File: config.mk
export PLATFORM = sky130hd
export DESIGN_NAME = tune_text_note_parser
export DESIGN_NICKNAME = d
export VERILOG_FILES = /design/src/hw/rtl/tnp_pkg.sv /design/src/hw/rtl/tune_text_note_parser.sv /design/src/hw/rtl/tnp_front.sv /design/src/hw/rtl/tnp_div.sv /design/src/hw/rtl/tnp_back.sv
export SDC_FILE = /design/constraint.sdc
export NUM_CORES = 2
export LEC_CHECK = 0
export BUFFER_PORTS_ARGS = -buffer_cell sky130_fd_sc_hd__buf_4
export CAP_MARGIN = 10
export CORE_MARGIN = 3
export CORE_UTILIZATION = 45
export CTS_BUF_LIST = sky130_fd_sc_hd__clkbuf_4 sky130_fd_sc_hd__clkbuf_8
export DETAILED_ROUTE_END_ITERATION = 12
export GPL_TIMING_DRIVEN = 1
export SLEW_MARGIN = 20
export SYNTH_ARGS = -nofsm -noshare
export SYNTH_HDL_FRONTEND = slang
export SYNTH_HIERARCHICAL = 1
export SYNTH_SLANG_ARGS = --single-unit
export TNS_END_PERCENT = 1
File: constraint.sdc
create_clock -name clk -period 6.5 [get_ports clk]
set_clock_uncertainty 0.1 [all_clocks]
set_input_delay 0.325 -clock clk [delete_from_list [all_inputs] [get_ports clk]]
set_output_delay 0.325 -clock clk [all_outputs]
set_load 0.01 [all_outputs]
File: src/hw/rtl/tnp_pkg.sv
// Shared types, character codes and the tone table of the tune text note parser.
package tnp_pkg;

  localparam int unsigned CODE_W = 8;
  localparam int unsigned NUM_W  = 16;
  localparam int unsigned DUR_W  = 24;
  localparam int unsigned FREQ_W = 11;
  localparam int unsigned ROW_W  = 5;
  localparam int unsigned IDX_W  = 6;
  localparam int unsigned DVD_W  = 34;
  localparam int unsigned DVS_W  = 32;
  localparam int unsigned PROD_W = DUR_W + NUM_W;

  localparam logic [ROW_W-1:0]  REST_ROW  = 5'd28;
  localparam logic [IDX_W-1:0]  REST_IDX  = 6'd28;
  localparam logic [IDX_W-1:0]  OCT_STEP  = 6'd7;
  localparam logic [NUM_W-1:0]  NUM_MAX   = '1;
  localparam logic [DUR_W-1:0]  DUR_MAX   = '1;
  localparam logic [FREQ_W-1:0] FREQ_MAX  = 11'd1976;
  localparam logic [17:0]       MS_TICKS  = 18'd240000;
  localparam logic [NUM_W-1:0]  BPM_RESET = 16'd120;
  localparam logic [NUM_W-1:0]  DEN_SHORT = 16'd16;
  localparam logic [NUM_W-1:0]  DEN_EIGHT = 16'd8;
  localparam logic [NUM_W-1:0]  DIV_DFLT  = 16'd2;

  localparam logic [CODE_W-1:0] CH_NL    = 8'h0A;
  localparam logic [CODE_W-1:0] CH_SPACE = 8'h20;
  localparam logic [CODE_W-1:0] CH_QUOTE = 8'h22;
  localparam logic [CODE_W-1:0] CH_PCT   = 8'h25;
  localparam logic [CODE_W-1:0] CH_APOS  = 8'h27;
  localparam logic [CODE_W-1:0] CH_PLUS  = 8'h2B;
  localparam logic [CODE_W-1:0] CH_COMMA = 8'h2C;
  localparam logic [CODE_W-1:0] CH_SLASH = 8'h2F;
  localparam logic [CODE_W-1:0] CH_ZERO  = 8'h30;
  localparam logic [CODE_W-1:0] CH_NINE  = 8'h39;
  localparam logic [CODE_W-1:0] CH_COLON = 8'h3A;
  localparam logic [CODE_W-1:0] CH_EQ    = 8'h3D;
  localparam logic [CODE_W-1:0] CH_GT    = 8'h3E;
  localparam logic [CODE_W-1:0] CH_UA    = 8'h41;
  localparam logic [CODE_W-1:0] CH_UB    = 8'h42;
  localparam logic [CODE_W-1:0] CH_UC    = 8'h43;
  localparam logic [CODE_W-1:0] CH_UG    = 8'h47;
  localparam logic [CODE_W-1:0] CH_UH    = 8'h48;
  localparam logic [CODE_W-1:0] CH_UJ    = 8'h4A;
  localparam logic [CODE_W-1:0] CH_UK    = 8'h4B;
  localparam logic [CODE_W-1:0] CH_UL    = 8'h4C;
  localparam logic [CODE_W-1:0] CH_UM    = 8'h4D;
  localparam logic [CODE_W-1:0] CH_UN    = 8'h4E;
  localparam logic [CODE_W-1:0] CH_UP    = 8'h50;
  localparam logic [CODE_W-1:0] CH_UQ    = 8'h51;
  localparam logic [CODE_W-1:0] CH_UR    = 8'h52;
  localparam logic [CODE_W-1:0] CH_UZ    = 8'h5A;
  localparam logic [CODE_W-1:0] CH_LBR   = 8'h5B;
  localparam logic [CODE_W-1:0] CH_RBR   = 8'h5D;
  localparam logic [CODE_W-1:0] CH_CARET = 8'h5E;
  localparam logic [CODE_W-1:0] CH_UNDER = 8'h5F;
  localparam logic [CODE_W-1:0] CH_LA    = 8'h61;
  localparam logic [CODE_W-1:0] CH_LB    = 8'h62;
  localparam logic [CODE_W-1:0] CH_LC    = 8'h63;
  localparam logic [CODE_W-1:0] CH_LG    = 8'h67;
  localparam logic [CODE_W-1:0] CH_LZ    = 8'h7A;
  localparam logic [CODE_W-1:0] CH_BAR   = 8'h7C;

  typedef enum logic [1:0] {
    KIND_NONE   = 2'd0,
    KIND_METER  = 2'd1,
    KIND_LENGTH = 2'd2,
    KIND_TEMPO  = 2'd3
  } hdr_kind_t;

  typedef enum logic [19:0] {
    M_IDLE    = 20'h00001,
    M_QUOTE   = 20'h00002,
    M_PLUS    = 20'h00004,
    M_LINE    = 20'h00008,
    M_KEYLINE = 20'h00010,
    M_HLEAD   = 20'h00020,
    M_HNUM    = 20'h00040,
    M_HDEN    = 20'h00080,
    M_QEQ     = 20'h00100,
    M_QBLEAD  = 20'h00200,
    M_QBPM    = 20'h00400,
    M_SHARP   = 20'h00800,
    M_FLAT    = 20'h01000,
    M_OCT     = 20'h02000,
    M_OCTC    = 20'h04000,
    M_MULT    = 20'h08000,
    M_DIV     = 20'h10000,
    M_DOTS    = 20'h20000,
    M_CHORD   = 20'h40000,
    M_AFTER   = 20'h80000
  } mode_t;

  // One classified request as it waits in the queue; an end of text carries code zero.
  typedef struct packed {
    logic              eot;
    logic [CODE_W-1:0] code;
    logic              digit;
    logic              row_ok;
    logic [ROW_W-1:0]  row;
  } tnp_item_t;

  function automatic logic [ROW_W:0] letter_row(input logic [CODE_W-1:0] c);
    logic [CODE_W-1:0] r;
    r = '0;
    if (c == CH_LZ) r = {3'd0, REST_ROW};
    else if (c >= CH_UC && c <= CH_UG) r = c - CH_UC + 8'd7;
    else if (c == CH_UA || c == CH_UB) r = c - CH_UA + 8'd12;
    else if (c >= CH_LC && c <= CH_LG) r = c - CH_LC + 8'd14;
    else if (c == CH_LA || c == CH_LB) r = c - CH_LA + 8'd19;
    else return '0;
    return {1'b1, r[ROW_W-1:0]};
  endfunction

  function automatic logic skip_header(input logic [CODE_W-1:0] c);
    return (c >= CH_UH && c <= CH_UJ) || (c >= CH_UN && c <= CH_UP) ||
           (c >= CH_UR && c <= CH_UZ) || c == CH_PCT;
  endfunction

  function automatic logic [FREQ_W-1:0] tone_of(input logic [ROW_W-1:0] row,
                                                input logic sharp);
    logic [FREQ_W-1:0] n;
    logic [FREQ_W-1:0] s;
    unique case (row)
      5'd0:  begin n = 11'd131;  s = 11'd139;  end
      5'd1:  begin n = 11'd147;  s = 11'd156;  end
      5'd2:  begin n = 11'd165;  s = 11'd165;  end
      5'd3:  begin n = 11'd175;  s = 11'd185;  end
      5'd4:  begin n = 11'd196;  s = 11'd208;  end
      5'd5:  begin n = 11'd220;  s = 11'd233;  end
      5'd6:  begin n = 11'd247;  s = 11'd247;  end
      5'd7:  begin n = 11'd262;  s = 11'd277;  end
      5'd8:  begin n = 11'd294;  s = 11'd311;  end
      5'd9:  begin n = 11'd330;  s = 11'd330;  end
      5'd10: begin n = 11'd349;  s = 11'd370;  end
      5'd11: begin n = 11'd392;  s = 11'd415;  end
      5'd12: begin n = 11'd440;  s = 11'd466;  end
      5'd13: begin n = 11'd494;  s = 11'd494;  end
      5'd14: begin n = 11'd523;  s = 11'd554;  end
      5'd15: begin n = 11'd587;  s = 11'd622;  end
      5'd16: begin n = 11'd659;  s = 11'd659;  end
      5'd17: begin n = 11'd698;  s = 11'd740;  end
      5'd18: begin n = 11'd784;  s = 11'd831;  end
      5'd19: begin n = 11'd880;  s = 11'd932;  end
      5'd20: begin n = 11'd988;  s = 11'd988;  end
      5'd21: begin n = 11'd1047; s = 11'd1109; end
      5'd22: begin n = 11'd1175; s = 11'd1245; end
      5'd23: begin n = 11'd1319; s = 11'd1319; end
      5'd24: begin n = 11'd1397; s = 11'd1480; end
      5'd25: begin n = 11'd1568; s = 11'd1661; end
      5'd26: begin n = 11'd1760; s = 11'd1865; end
      5'd27: begin n = 11'd1976; s = 11'd1976; end
      default: begin n = '0; s = '0; end
    endcase
    return sharp ? s : n;
  endfunction

  // A flat takes the sharp of the row below; rests and notes raised past the top row sound nothing.
  function automatic logic [FREQ_W-1:0] note_freq(input logic [IDX_W-1:0] idx,
                                                  input logic [1:0] flags);
    logic [IDX_W-1:0] below;
    below = (idx == '0) ? '0 : idx - 6'd1;
    if (idx >= REST_IDX) return '0;
    if (flags[1]) return tone_of(below[ROW_W-1:0], 1'b1);
    return tone_of(idx[ROW_W-1:0], flags[0]);
  endfunction

endpackage

File: src/hw/rtl/tune_text_note_parser.sv
// Top level of the tune text note parser: input queue, parse sequencer and result register.
// A plain character takes one pass through the parse state machine, or more when a state hands it on.
// Ending a header runs a step, the product states S_RMUL and S_RSTART, and then a divider wait.
// A note with a divisor waits on the same divider; a multiplier adds the S_MUL state.
// A finished note enters the result register once its ending character is examined and that register is free.
// Synchronous active-low reset empties the queue, drops any result and restores the defaults.
module tune_text_note_parser (
  input  logic                        clk,
  input  logic                        rst_n,
  input  logic                        in_valid,
  output logic                        in_ready,
  input  logic [tnp_pkg::CODE_W-1:0]  in_char_code,
  input  logic                        in_end_of_text,
  output logic                        out_valid,
  input  logic                        out_ready,
  output logic [tnp_pkg::FREQ_W-1:0]  out_frequency_hz,
  output logic [tnp_pkg::DUR_W-1:0]   out_duration_ms
);
  import tnp_pkg::*;

  tnp_item_t q_item;
  logic      q_valid;
  logic      q_pop;

  tnp_front u_front (
    .clk            (clk),
    .rst_n          (rst_n),
    .in_valid       (in_valid),
    .in_ready       (in_ready),
    .in_char_code   (in_char_code),
    .in_end_of_text (in_end_of_text),
    .q_item         (q_item),
    .q_valid        (q_valid),
    .q_pop          (q_pop)
  );

  tnp_back u_back (
    .clk              (clk),
    .rst_n            (rst_n),
    .q_item           (q_item),
    .q_valid          (q_valid),
    .q_pop            (q_pop),
    .out_valid        (out_valid),
    .out_ready        (out_ready),
    .out_frequency_hz (out_frequency_hz),
    .out_duration_ms  (out_duration_ms)
  );

  a_freq_range: assert property (@(posedge clk) disable iff (!rst_n)
    out_valid |-> out_frequency_hz <= FREQ_MAX)
    else $error("frequency above the top table entry");

  a_pop_nonempty: assert property (@(posedge clk) disable iff (!rst_n)
    q_pop |-> q_valid)
    else $error("sequencer popped an empty queue");

  a_empty_ready: assert property (@(posedge clk) disable iff (!rst_n)
    !q_valid |-> in_ready)
    else $error("empty queue refused a request");

endmodule

File: src/hw/rtl/tnp_front.sv
// Input side: accepts characters, classifies them and queues them for the sequencer.
module tnp_front (
  input  logic                        clk,
  input  logic                        rst_n,
  input  logic                        in_valid,
  output logic                        in_ready,
  input  logic [tnp_pkg::CODE_W-1:0]  in_char_code,
  input  logic                        in_end_of_text,
  output tnp_pkg::tnp_item_t          q_item,
  output logic                        q_valid,
  input  logic                        q_pop
);
  import tnp_pkg::*;

  tnp_item_t        slot_r [2];
  tnp_item_t        item_in;
  logic             wr_ptr_r;
  logic             rd_ptr_r;
  logic [1:0]       count_r;
  logic             push;
  logic [ROW_W:0]   lr;
  logic [CODE_W-1:0] code;

  assign code = in_end_of_text ? '0 : in_char_code;
  assign lr   = letter_row(code);

  always_comb begin
    item_in.eot    = in_end_of_text;
    item_in.code   = code;
    item_in.digit  = (code >= CH_ZERO) && (code <= CH_NINE);
    item_in.row_ok = lr[ROW_W];
    item_in.row    = lr[ROW_W-1:0];
  end

  assign in_ready = (count_r != 2'd2);
  assign push     = in_valid && in_ready;
  assign q_valid  = (count_r != 2'd0);
  assign q_item   = slot_r[rd_ptr_r];

  always_ff @(posedge clk) begin
    if (!rst_n) begin
      wr_ptr_r <= 1'b0;
      rd_ptr_r <= 1'b0;
      count_r  <= 2'd0;
    end else begin
      if (push) wr_ptr_r <= ~wr_ptr_r;
      if (q_pop) rd_ptr_r <= ~rd_ptr_r;
      count_r <= count_r + {1'b0, push} - {1'b0, q_pop};
    end
  end

  always_ff @(posedge clk) begin
    if (push) slot_r[wr_ptr_r] <= item_in;
  end

endmodule

File: src/hw/rtl/tnp_div.sv
// Restoring divider, one quotient bit per cycle.
module tnp_div (
  input  logic                       clk,
  input  logic                       rst_n,
  input  logic                       start,
  input  logic [tnp_pkg::DVD_W-1:0]  dividend,
  input  logic [tnp_pkg::DVS_W-1:0]  divisor,
  output logic                       done,
  output logic [tnp_pkg::DVD_W-1:0]  quotient
);
  import tnp_pkg::*;

  localparam int unsigned CNT_W = $clog2(DVD_W + 1);

  logic [DVD_W-1:0] q_r;
  logic [DVS_W-1:0] rem_r;
  logic [DVS_W-1:0] dvs_r;
  logic [CNT_W-1:0] cnt_r;
  logic             busy_r;
  logic             done_r;
  logic [DVS_W:0]   rem_sh;
  logic [DVS_W:0]   diff;
  logic             ge;

  assign rem_sh = {rem_r, q_r[DVD_W-1]};
  assign diff   = rem_sh - {1'b0, dvs_r};
  assign ge     = rem_sh >= {1'b0, dvs_r};

  always_ff @(posedge clk) begin
    if (!rst_n) begin
      busy_r <= 1'b0;
      done_r <= 1'b0;
      cnt_r  <= '0;
    end else begin
      done_r <= 1'b0;
      if (start) begin
        busy_r <= 1'b1;
        cnt_r  <= CNT_W'(DVD_W);
      end else if (busy_r) begin
        cnt_r <= cnt_r - 1'b1;
        if (cnt_r == CNT_W'(1)) begin
          busy_r <= 1'b0;
          done_r <= 1'b1;
        end
      end
    end
  end

  always_ff @(posedge clk) begin
    if (start) begin
      q_r   <= dividend;
      rem_r <= '0;
      dvs_r <= divisor;
    end else if (busy_r) begin
      q_r   <= {q_r[DVD_W-2:0], ge};
      rem_r <= ge ? diff[DVS_W-1:0] : rem_sh[DVS_W-1:0];
    end
  end

  assign done     = done_r;
  assign quotient = q_r;

endmodule

File: src/hw/rtl/tnp_back.sv
// Parse sequencer: walks each queued character through the note and header state machine.
module tnp_back (
  input  logic                        clk,
  input  logic                        rst_n,
  input  tnp_pkg::tnp_item_t          q_item,
  input  logic                        q_valid,
  output logic                        q_pop,
  output logic                        out_valid,
  input  logic                        out_ready,
  output logic [tnp_pkg::FREQ_W-1:0]  out_frequency_hz,
  output logic [tnp_pkg::DUR_W-1:0]   out_duration_ms
);
  import tnp_pkg::*;

  typedef enum logic [4:0] {
    S_STEP   = 5'b00001,
    S_MUL    = 5'b00010,
    S_RMUL   = 5'b00100,
    S_RSTART = 5'b01000,
    S_DIV    = 5'b10000
  } seq_t;

  seq_t              seq_r, seq_nxt;
  mode_t             mode_r, mode_nxt;
  hdr_kind_t         kind_r, kind_nxt;
  logic              chord_r, chord_nxt;
  logic [NUM_W-1:0]  acc_r, acc_nxt;
  logic [NUM_W-1:0]  frac_r, frac_nxt;
  logic [NUM_W-1:0]  len_num_r, len_num_nxt;
  logic [NUM_W-1:0]  len_den_r, len_den_nxt;
  logic [NUM_W-1:0]  bpm_r, bpm_nxt;
  logic [DUR_W-1:0]  dflt_r, dflt_nxt;
  logic [IDX_W-1:0]  idx_r, idx_nxt;
  logic [1:0]        flags_r, flags_nxt;
  logic [DUR_W-1:0]  dur_r, dur_nxt;
  logic              div_note_r, div_note_nxt;
  logic [PROD_W-1:0] prod_r;
  logic [DVD_W-1:0]  nprod_r;
  logic [DVS_W-1:0]  dprod_r;
  logic              out_valid_r;
  logic [FREQ_W-1:0] out_freq_r;
  logic [DUR_W-1:0]  out_dur_r;

  logic              div_start;
  logic [DVD_W-1:0]  div_dvd;
  logic [DVS_W-1:0]  div_dvs;
  logic              div_done;
  logic [DVD_W-1:0]  div_q;

  logic              out_free;
  logic              emit_go;

  tnp_div u_div (
    .clk      (clk),
    .rst_n    (rst_n),
    .start    (div_start),
    .dividend (div_dvd),
    .divisor  (div_dvs),
    .done     (div_done),
    .quotient (div_q)
  );

  assign out_free = !out_valid_r || out_ready;

  always_comb begin
    logic [CODE_W-1:0] c;
    logic [19:0]       acc10;
    logic [NUM_W-1:0]  acc_dig;
    logic [DUR_W:0]    dot_sum;
    logic [DUR_W-1:0]  dot_dur;
    logic [17:0]       four_num;
    logic [17:0]       three_den;
    logic              short_len;
    logic              again;
    logic              emit;
    logic              op_mul;
    logic              op_ndiv;
    logic              op_rec;

    c         = q_item.code;
    acc10     = {4'd0, acc_r} * 20'd10 + {16'd0, c[3:0]};
    acc_dig   = (acc10 > {4'd0, NUM_MAX}) ? NUM_MAX : acc10[NUM_W-1:0];
    dot_sum   = {1'b0, dur_r} + {2'b0, dur_r[DUR_W-1:1]};
    dot_dur   = dot_sum[DUR_W] ? DUR_MAX : dot_sum[DUR_W-1:0];
    four_num  = {frac_r, 2'b00};
    three_den = {2'b00, acc_r} + {1'b0, acc_r, 1'b0};
    short_len = (acc_r == '0) || (four_num < three_den);

    again   = 1'b0;
    emit    = 1'b0;
    op_mul  = 1'b0;
    op_ndiv = 1'b0;
    op_rec  = 1'b0;

    mode_nxt     = mode_r;
    kind_nxt     = kind_r;
    chord_nxt    = chord_r;
    acc_nxt      = acc_r;
    frac_nxt     = frac_r;
    len_num_nxt  = len_num_r;
    len_den_nxt  = len_den_r;
    bpm_nxt      = bpm_r;
    dflt_nxt     = dflt_r;
    idx_nxt      = idx_r;
    flags_nxt    = flags_r;
    dur_nxt      = dur_r;
    div_note_nxt = div_note_r;
    seq_nxt      = seq_r;
    q_pop        = 1'b0;
    div_start    = 1'b0;
    div_dvd      = {{(DVD_W-DUR_W){1'b0}}, dur_r};
    div_dvs      = {{(DVS_W-NUM_W){1'b0}}, (acc_r == '0) ? DIV_DFLT : acc_r};
    emit_go      = 1'b0;

    unique case (mode_r)
      M_QUOTE: if (c == CH_QUOTE) mode_nxt = M_IDLE;
      M_PLUS:  if (c == CH_PLUS) mode_nxt = M_IDLE;
      M_LINE:  if (c == CH_NL) mode_nxt = M_IDLE;
      M_KEYLINE: begin
        if (c == CH_NL) mode_nxt = M_IDLE;
        else if (c == CH_RBR) begin
          chord_nxt = 1'b0;
          mode_nxt  = M_IDLE;
        end
      end
      M_CHORD: begin
        if (c == CH_RBR) begin
          chord_nxt = 1'b0;
          mode_nxt  = M_IDLE;
        end
      end
      M_HLEAD: begin
        if (c != CH_COLON && c != CH_SPACE) begin
          acc_nxt  = '0;
          mode_nxt = M_HNUM;
          again    = 1'b1;
        end
      end
      M_HNUM: begin
        if (q_item.digit) acc_nxt = acc_dig;
        else if (c == CH_SLASH) begin
          frac_nxt = acc_r;
          acc_nxt  = '0;
          mode_nxt = M_HDEN;
        end else begin
          if (kind_r == KIND_TEMPO) bpm_nxt = acc_r;
          else if (kind_r == KIND_METER) begin
            len_num_nxt = 16'd1;
            len_den_nxt = (acc_r == '0) ? DEN_SHORT : DEN_EIGHT;
          end else begin
            len_num_nxt = acc_r;
            len_den_nxt = 16'd1;
          end
          op_rec   = 1'b1;
          mode_nxt = M_IDLE;
          again    = 1'b1;
        end
      end
      M_HDEN: begin
        if (q_item.digit) acc_nxt = acc_dig;
        else if (kind_r == KIND_TEMPO) begin
          mode_nxt = M_QEQ;
          again    = 1'b1;
        end else begin
          if (kind_r == KIND_METER) begin
            len_num_nxt = 16'd1;
            len_den_nxt = short_len ? DEN_SHORT : DEN_EIGHT;
          end else begin
            len_num_nxt = frac_r;
            len_den_nxt = acc_r;
          end
          op_rec   = 1'b1;
          mode_nxt = M_IDLE;
          again    = 1'b1;
        end
      end
      M_QEQ: if (c == CH_EQ) mode_nxt = M_QBLEAD;
      M_QBLEAD: begin
        if (c != CH_SPACE) begin
          acc_nxt  = '0;
          mode_nxt = M_QBPM;
          again    = 1'b1;
        end
      end
      M_QBPM: begin
        if (q_item.digit) acc_nxt = acc_dig;
        else begin
          bpm_nxt  = acc_r;
          op_rec   = 1'b1;
          mode_nxt = M_IDLE;
          again    = 1'b1;
        end
      end
      M_SHARP, M_FLAT: begin
        if (c == CH_CARET && mode_r == M_SHARP) mode_nxt = mode_r;
        else if (c == CH_UNDER) begin
          flags_nxt = flags_r | 2'b10;
          mode_nxt  = M_FLAT;
        end else if (q_item.row_ok) begin
          idx_nxt  = {1'b0, q_item.row};
          dur_nxt  = dflt_r;
          mode_nxt = M_OCT;
        end else begin
          flags_nxt = 2'b00;
          mode_nxt  = M_IDLE;
        end
      end
      M_OCT: begin
        if (c == CH_APOS) begin
          if (idx_r < REST_IDX) idx_nxt = idx_r + OCT_STEP;
        end else again = 1'b1;
        mode_nxt = M_OCTC;
      end
      M_OCTC: begin
        acc_nxt  = '0;
        mode_nxt = M_MULT;
        if (c == CH_COMMA) begin
          if (idx_r < REST_IDX && idx_r >= OCT_STEP) idx_nxt = idx_r - OCT_STEP;
        end else again = 1'b1;
      end
      M_MULT: begin
        if (q_item.digit) acc_nxt = acc_dig;
        else begin
          op_mul   = (acc_r != '0);
          mode_nxt = M_AFTER;
          again    = 1'b1;
        end
      end
      M_DIV: begin
        if (q_item.digit) acc_nxt = acc_dig;
        else begin
          op_ndiv  = 1'b1;
          mode_nxt = M_AFTER;
          again    = 1'b1;
        end
      end
      M_AFTER: begin
        if (c == CH_SLASH) begin
          acc_nxt  = '0;
          mode_nxt = M_DIV;
        end else if (c == CH_GT) begin
          dur_nxt  = dot_dur;
          mode_nxt = M_DOTS;
        end else begin
          emit     = 1'b1;
          mode_nxt = chord_r ? M_CHORD : M_IDLE;
          again    = 1'b1;
        end
      end
      M_DOTS: begin
        if (c == CH_GT) dur_nxt = dot_dur;
        else begin
          emit     = 1'b1;
          mode_nxt = chord_r ? M_CHORD : M_IDLE;
          again    = 1'b1;
        end
      end
      M_IDLE: begin
        if (c == CH_QUOTE) mode_nxt = M_QUOTE;
        else if (c == CH_PLUS) mode_nxt = M_PLUS;
        else if (skip_header(c)) mode_nxt = M_LINE;
        else if (c == CH_UK) mode_nxt = M_KEYLINE;
        else if (c == CH_UM || c == CH_UL || c == CH_UQ) begin
          kind_nxt = (c == CH_UM) ? KIND_METER : ((c == CH_UL) ? KIND_LENGTH : KIND_TEMPO);
          mode_nxt = M_HLEAD;
        end else if (c == CH_LBR) chord_nxt = 1'b1;
        else if (c == CH_BAR || c == CH_RBR) chord_nxt = 1'b0;
        else if (c == CH_CARET) begin
          flags_nxt = 2'b01;
          mode_nxt  = M_SHARP;
        end else if (c == CH_UNDER) begin
          flags_nxt = 2'b10;
          mode_nxt  = M_FLAT;
        end else if (q_item.row_ok) begin
          flags_nxt = 2'b00;
          idx_nxt   = {1'b0, q_item.row};
          dur_nxt   = dflt_r;
          mode_nxt  = M_OCT;
        end
      end
      default: mode_nxt = M_IDLE;
    endcase

    // The parse state holds while the sequencer waits on arithmetic, on an empty queue
    // or on a note that waits for the result register to drain.
    if (seq_r != S_STEP || !q_valid || (emit && !out_free)) begin
      mode_nxt    = mode_r;
      kind_nxt    = kind_r;
      chord_nxt   = chord_r;
      acc_nxt     = acc_r;
      frac_nxt    = frac_r;
      len_num_nxt = len_num_r;
      len_den_nxt = len_den_r;
      bpm_nxt     = bpm_r;
      idx_nxt     = idx_r;
      flags_nxt   = flags_r;
      dur_nxt     = dur_r;
    end

    unique case (seq_r)
      S_STEP: begin
        if (q_valid && !(emit && !out_free)) begin
          emit_go = emit;
          if (op_mul) seq_nxt = S_MUL;
          else if (op_ndiv) begin
            div_start    = 1'b1;
            div_note_nxt = 1'b1;
            seq_nxt      = S_DIV;
          end else if (op_rec) seq_nxt = S_RMUL;
          else if (!again) begin
            q_pop = 1'b1;
            if (q_item.eot) mode_nxt = M_IDLE;
          end
        end
      end
      S_MUL: begin
        dur_nxt = (prod_r[PROD_W-1:DUR_W] != '0) ? DUR_MAX : prod_r[DUR_W-1:0];
        seq_nxt = S_STEP;
      end
      S_RMUL: seq_nxt = S_RSTART;
      S_RSTART: begin
        if (dprod_r == '0) begin
          dflt_nxt = '0;
          seq_nxt  = S_STEP;
        end else begin
          div_start    = 1'b1;
          div_dvd      = nprod_r;
          div_dvs      = dprod_r;
          div_note_nxt = 1'b0;
          seq_nxt      = S_DIV;
        end
      end
      S_DIV: begin
        if (div_done) begin
          if (div_note_r) dur_nxt = div_q[DUR_W-1:0];
          else dflt_nxt = (div_q[DVD_W-1:DUR_W] != '0) ? DUR_MAX : div_q[DUR_W-1:0];
          seq_nxt = S_STEP;
        end
      end
      default: seq_nxt = S_STEP;
    endcase
  end

  always_ff @(posedge clk) begin
    if (!rst_n) begin
      seq_r       <= S_STEP;
      mode_r      <= M_IDLE;
      kind_r      <= KIND_NONE;
      chord_r     <= 1'b0;
      acc_r       <= '0;
      frac_r      <= '0;
      len_num_r   <= 16'd1;
      len_den_r   <= DEN_EIGHT;
      bpm_r       <= BPM_RESET;
      dflt_r      <= '0;
      idx_r       <= '0;
      flags_r     <= '0;
      dur_r       <= '0;
      div_note_r  <= 1'b0;
      out_valid_r <= 1'b0;
    end else begin
      seq_r      <= seq_nxt;
      mode_r     <= mode_nxt;
      kind_r     <= kind_nxt;
      chord_r    <= chord_nxt;
      acc_r      <= acc_nxt;
      frac_r     <= frac_nxt;
      len_num_r  <= len_num_nxt;
      len_den_r  <= len_den_nxt;
      bpm_r      <= bpm_nxt;
      dflt_r     <= dflt_nxt;
      idx_r      <= idx_nxt;
      flags_r    <= flags_nxt;
      dur_r      <= dur_nxt;
      div_note_r <= div_note_nxt;
      if (emit_go) out_valid_r <= 1'b1;
      else if (out_ready) out_valid_r <= 1'b0;
    end
  end

  // Products are registered every cycle; the sequencer reads them in the cycle after their inputs settle.
  always_ff @(posedge clk) begin
    prod_r  <= dur_r * acc_r;
    nprod_r <= {{(DVD_W-18){1'b0}}, MS_TICKS} * {{(DVD_W-NUM_W){1'b0}}, len_num_r};
    dprod_r <= {{(DVS_W-NUM_W){1'b0}}, len_den_r} * {{(DVS_W-NUM_W){1'b0}}, bpm_r};
    if (emit_go) begin
      out_freq_r <= note_freq(idx_r, flags_r);
      out_dur_r  <= dur_r;
    end
  end

  assign out_valid        = out_valid_r;
  assign out_frequency_hz = out_freq_r;
  assign out_duration_ms  = out_dur_r;

endmodule

==> flow_metrics.py <==
metrics = {
    "critical_path": {
        "r2r_end": "u_back/prod_r[37]",
        "crit_end": "u_back/prod_r[37]",
        "max_stage_delay_ns": 0.56,
        "timing.critical_path.mode_cell": "fa_1",
        "cp-start-kind": "flip-flop",
        "cp_num_buf_inv": 4,
        "required_ns": 7.07,
        "r2r_slack_ns": 0.07,
        "cp.depth": 21,
        "path_cells": "buf_4 > and2_1 > fa_1 > inv_1 > fa_1 > fa_1 > fa_1 > inv_1 > fa_1 > fa_1 > ha_4 > nand4_1 > o211ai_1 > nand4_1 > o31ai_4 > a211oi_2 > buf_4 > o311ai_4 > a21o_1 > a21oi_2 > xnor2_1",
        "critical_path.startpoint": "u_back/acc_r[4]",
        "timing.rr.start": "u_back/acc_r[4]",
        "criticalPathCategory": "flip-flop to flip-flop",
        "cp_top_family": "adder cells",
        "critPathSlowestCell": "fa_1",
        "r2r_cells": 21,
        "path_max_fanout": 6,
        "crit_arrival_ns": 7.00,
        "end_kind": "flip-flop",
    },
    "drt": {
        "vias_per_cell": 5.69,
        "drc": 0,
        "wl_mm": 163,
        "wire_per_inst_um": 21.3,
        "first_pass_iters": 6,
        "first_iter_violations": 3750,
        "vias": 43400,
        "antenna_left": 0,
    },
    "timing": {
        "worst_slew_pin_slew_ns": 1.06,
        "period_minus_slack_ns": 6.43,
        "slew_headroom_pct": 29.1,
        "finalHoldViolations": 0,
        "worst_slack_ns": 0.0711,
        "final_max_slew_viol_count": 0,
        "grt_setup_unrepaired": "yes",
        "setup_viol": 0,
        "fmax_mhz": 156,
        "min_period_over_period_pct": 98.9,
        "tns_ns": 0,
    },
    "grt": {
        "grt_max_degree": 98,
        "antenna_found_initial": 10,
        "track_usage_pct": 27.9,
        "grt_pass1_wl_mm": 256,
        "grt_pass1_vias": 43600,
        "grt-ovfl-total": 0,
    },
    "run": {
        "maxCapViolations": 0,
    },
    "cells_and_area": {
        "fin_nets": 7081,
        "final_cell_mix": "inv_1, nand2_1, fa_1",
        "final_cell_area_sq_mm": 0.0575,
        "drive_above_1_share_pct": 13.1,
        "fin_cells": 7639,
        "layout.cells.most_common": "inv_1",
        "fillers": 10800,
        "area_delta_synth_final_pct": 12.5,
    },
    "clock_tree": {
        "cts.reportedPaths.clkPinSlew_ns": 0.06,
        "cts_buffers": 89,
        "tritoncts": "done",
        "clkSinkCount": 463,
        "clock_latency_ns": 0.79,
        "htreeDepth": 3,
        "clockBufferDepth": 3,
        "cts.root.buffer_cell": "clkbuf_8",
    },
    "pwr": {
        "power.density_mw_per_mm2": 169,
        "max-vdd-ir-drop_mv": 0.169,
        "p_leak_nw": 26.3,
    },
    "synthesis": {
        "synth_cell_type_count": 120,
        "synth-main-ff-cell": "dfxtp_1",
        "ys_seq_area_share_pct": 20.7,
        "synth-edff-count": 133,
        "synth_area_sq_mm": 0.0511,
        "synth_cells": 5873,
        "synth_seq_cells": 463,
        "synthArstFlopShare_pct": 0,
        "syn_area_per_cell_sq_um": 8.71,
        "syn-num-nets": 6896,
        "yosysWarningCount": 6,
    },
    "floorplanning": {
        "num_rows": 123,
        "dieWidth_um": 343,
        "dieArea_sq_mm": 0.118,
        "io_pins": 50,
        "coreArea_sq_mm": 0.113,
        "die_h_um": 343,
        "start_util_pct": 45.4,
    },
    "run_status": {
        "status": "completed",
    },
    "worst_hold_path": {
        "whs_path_depth": 2,
        "worstHoldPathType": "input port to flip-flop",
    },
    "place": {
        "dpl_cell_area_sq_mm": 0.0550,
        "portBuffers": 49,
        "gp_congestion": 0.996,
        "dp_hpwl_mm": 129,
        "dp_cells": 7450,
        "post-place-ws_ns": -0.271,
    },
}
==> sequential cells by signal, summed over array words and instances (netlist names), 5 cells and up, named ones only <==
register and cells:
u_back/out_duration_ms 24, u_back/u_div/dvs_r 32, u_back/out_frequency_hz 11, u_back/seq_r 5, u_back/mode_r 20, u_back/u_div/quotient 34
u_back/frac_r 16, u_back/dur_r 24, u_back/len_den_r 16, u_back/nprod_r 27, u_back/acc_r 16, u_back/dflt_r 24
u_front/slot_r 32, u_back/u_div/rem_r 32, u_back/idx_r 6, u_back/bpm_r 16, u_back/len_num_r 16, u_back/prod_r 40
u_back/u_div/cnt_r 6, u_back/dprod_r 32
==> where the power goes <==
group,internal [mW],switching [mW],total (mW)
logic,1.02,2.13,3.16
registers,3.09,0.105,3.19
clock network,1.91,1.43,3.35
==> cells in the mapped netlist, drive strengths merged (48+ instances only) <==
cell type  count  area [sq um]
edfxtp       133          3990
and2         256          1600
buf           48           275
nor2         361          1370
o21ai        255          1280
a21o          73           548
xor2          59           517
inv          745          2800
a211oi        51           383
ha           444          5560
nor4          55           414
nand3        125           636
dfxtp        330          6610
fa           566         11300
clkbuf       261           980
a21oi        327          1640
o211ai        48           375
nand2        733          2750
mux2          71           800
xnor2        114           998
o21a          49           377
nor3         103           527
==> layout make-up <==
| class | instances | area [sq um] | share of cell area [%] |
|---|---|---|---|
| diodes | 4 | 10.0 | 0.0174 |
| inverters | 750 | 2820 | 4.90 |
| repair buffers | 403 | 3330 | 5.78 |
| flip-flops and latches | 463 | 10700 | 18.5 |
| clock inverters | 43 | 470 | 0.818 |
| multi-input cells | 4351 | 36800 | 64.0 |
| clock buffers | 125 | 1580 | 2.74 |
| well taps | 1500 | 1880 | 3.26 |
==> routing by layer <==
metal	global-route usage [%]	wire [um]	vias to the layer above
met1	37.4	68800	21300
met5	0	11	-
met4	11.4	7410	2
met3	5.22	12600	336
li1	-	-	20200
met2	44.5	73900	1639
==> worst register-to-register path, cell delays in order, from the launching register on <==
cell      delay (ns)
dfxtp_2         0.34
buf_4           0.16
and2_1          0.15
fa_1            0.53
inv_1           0.05
fa_1            0.50
fa_1            0.47
fa_1            0.57
inv_1           0.06
fa_1            0.50
fa_1            0.46
ha_4            0.30
nand4_1         0.23
o211ai_1        0.32
nand4_1         0.29
o31ai_4         0.40
a211oi_2        0.11
buf_4           0.18
o311ai_4        0.27
a21o_1          0.17
a21oi_2         0.06
xnor2_1         0.13
==> per-stage QoR <==
step / hold WS [ns] / power, mW / util (%)
6_report: 0.321 / 9.70 / 51.1
4_1_cts: 0.214 / 9.69 / 50.8
5_1_grt: 0.297 / 10.1 / 51.0
2_1_floorplan: 0.322 / 5.26 / -
3_3_place_gp: 0.362 / 6.31 / 48.8
3_5_place_dp: 0.372 / 6.29 / 48.8
==> logic make-up after synthesis <==
| kind of cell | share of synthesized area (%) |
|---|---|
| compound gates | 14.8 |
| flops | 20.7 |
| xor+xnor | 2.96 |
| mux | 2.23 |
| simple gates | 18.3 |
| buf+inv | 7.96 |
| fa+ha+maj | 33.0 |
==> repair_timing <==
action / in CTS / in global routing
hold buffers: 14 / 0
endpoints found under the setup margin: 14 / 18
gates resized for setup: 28 / 81
pin swaps: 6 / 34
endpoints found under the hold margin: 53 / 0
setup buffers: 0 / 4
==> worst min-delay path by stage <==
stage / slack, ns / start / to
3_3_place_gp: 0.36 / u_back/frac_r[1] / u_back/frac_r[1]
3_5_place_dp: 0.37 / u_back/frac_r[6] / u_back/frac_r[6]
6_report: 0.32 / in_end_of_text / u_front/slot_r[1][15]
2_1_floorplan: 0.32 / u_back/len_num_r[0] / u_back/nprod_r[7]
4_1_cts: 0.21 / in_end_of_text / u_front/slot_r[1][15]
5_1_grt: 0.30 / in_end_of_text / u_front/slot_r[0][15]
No activity file was read; power rests on OpenSTA's default activity.
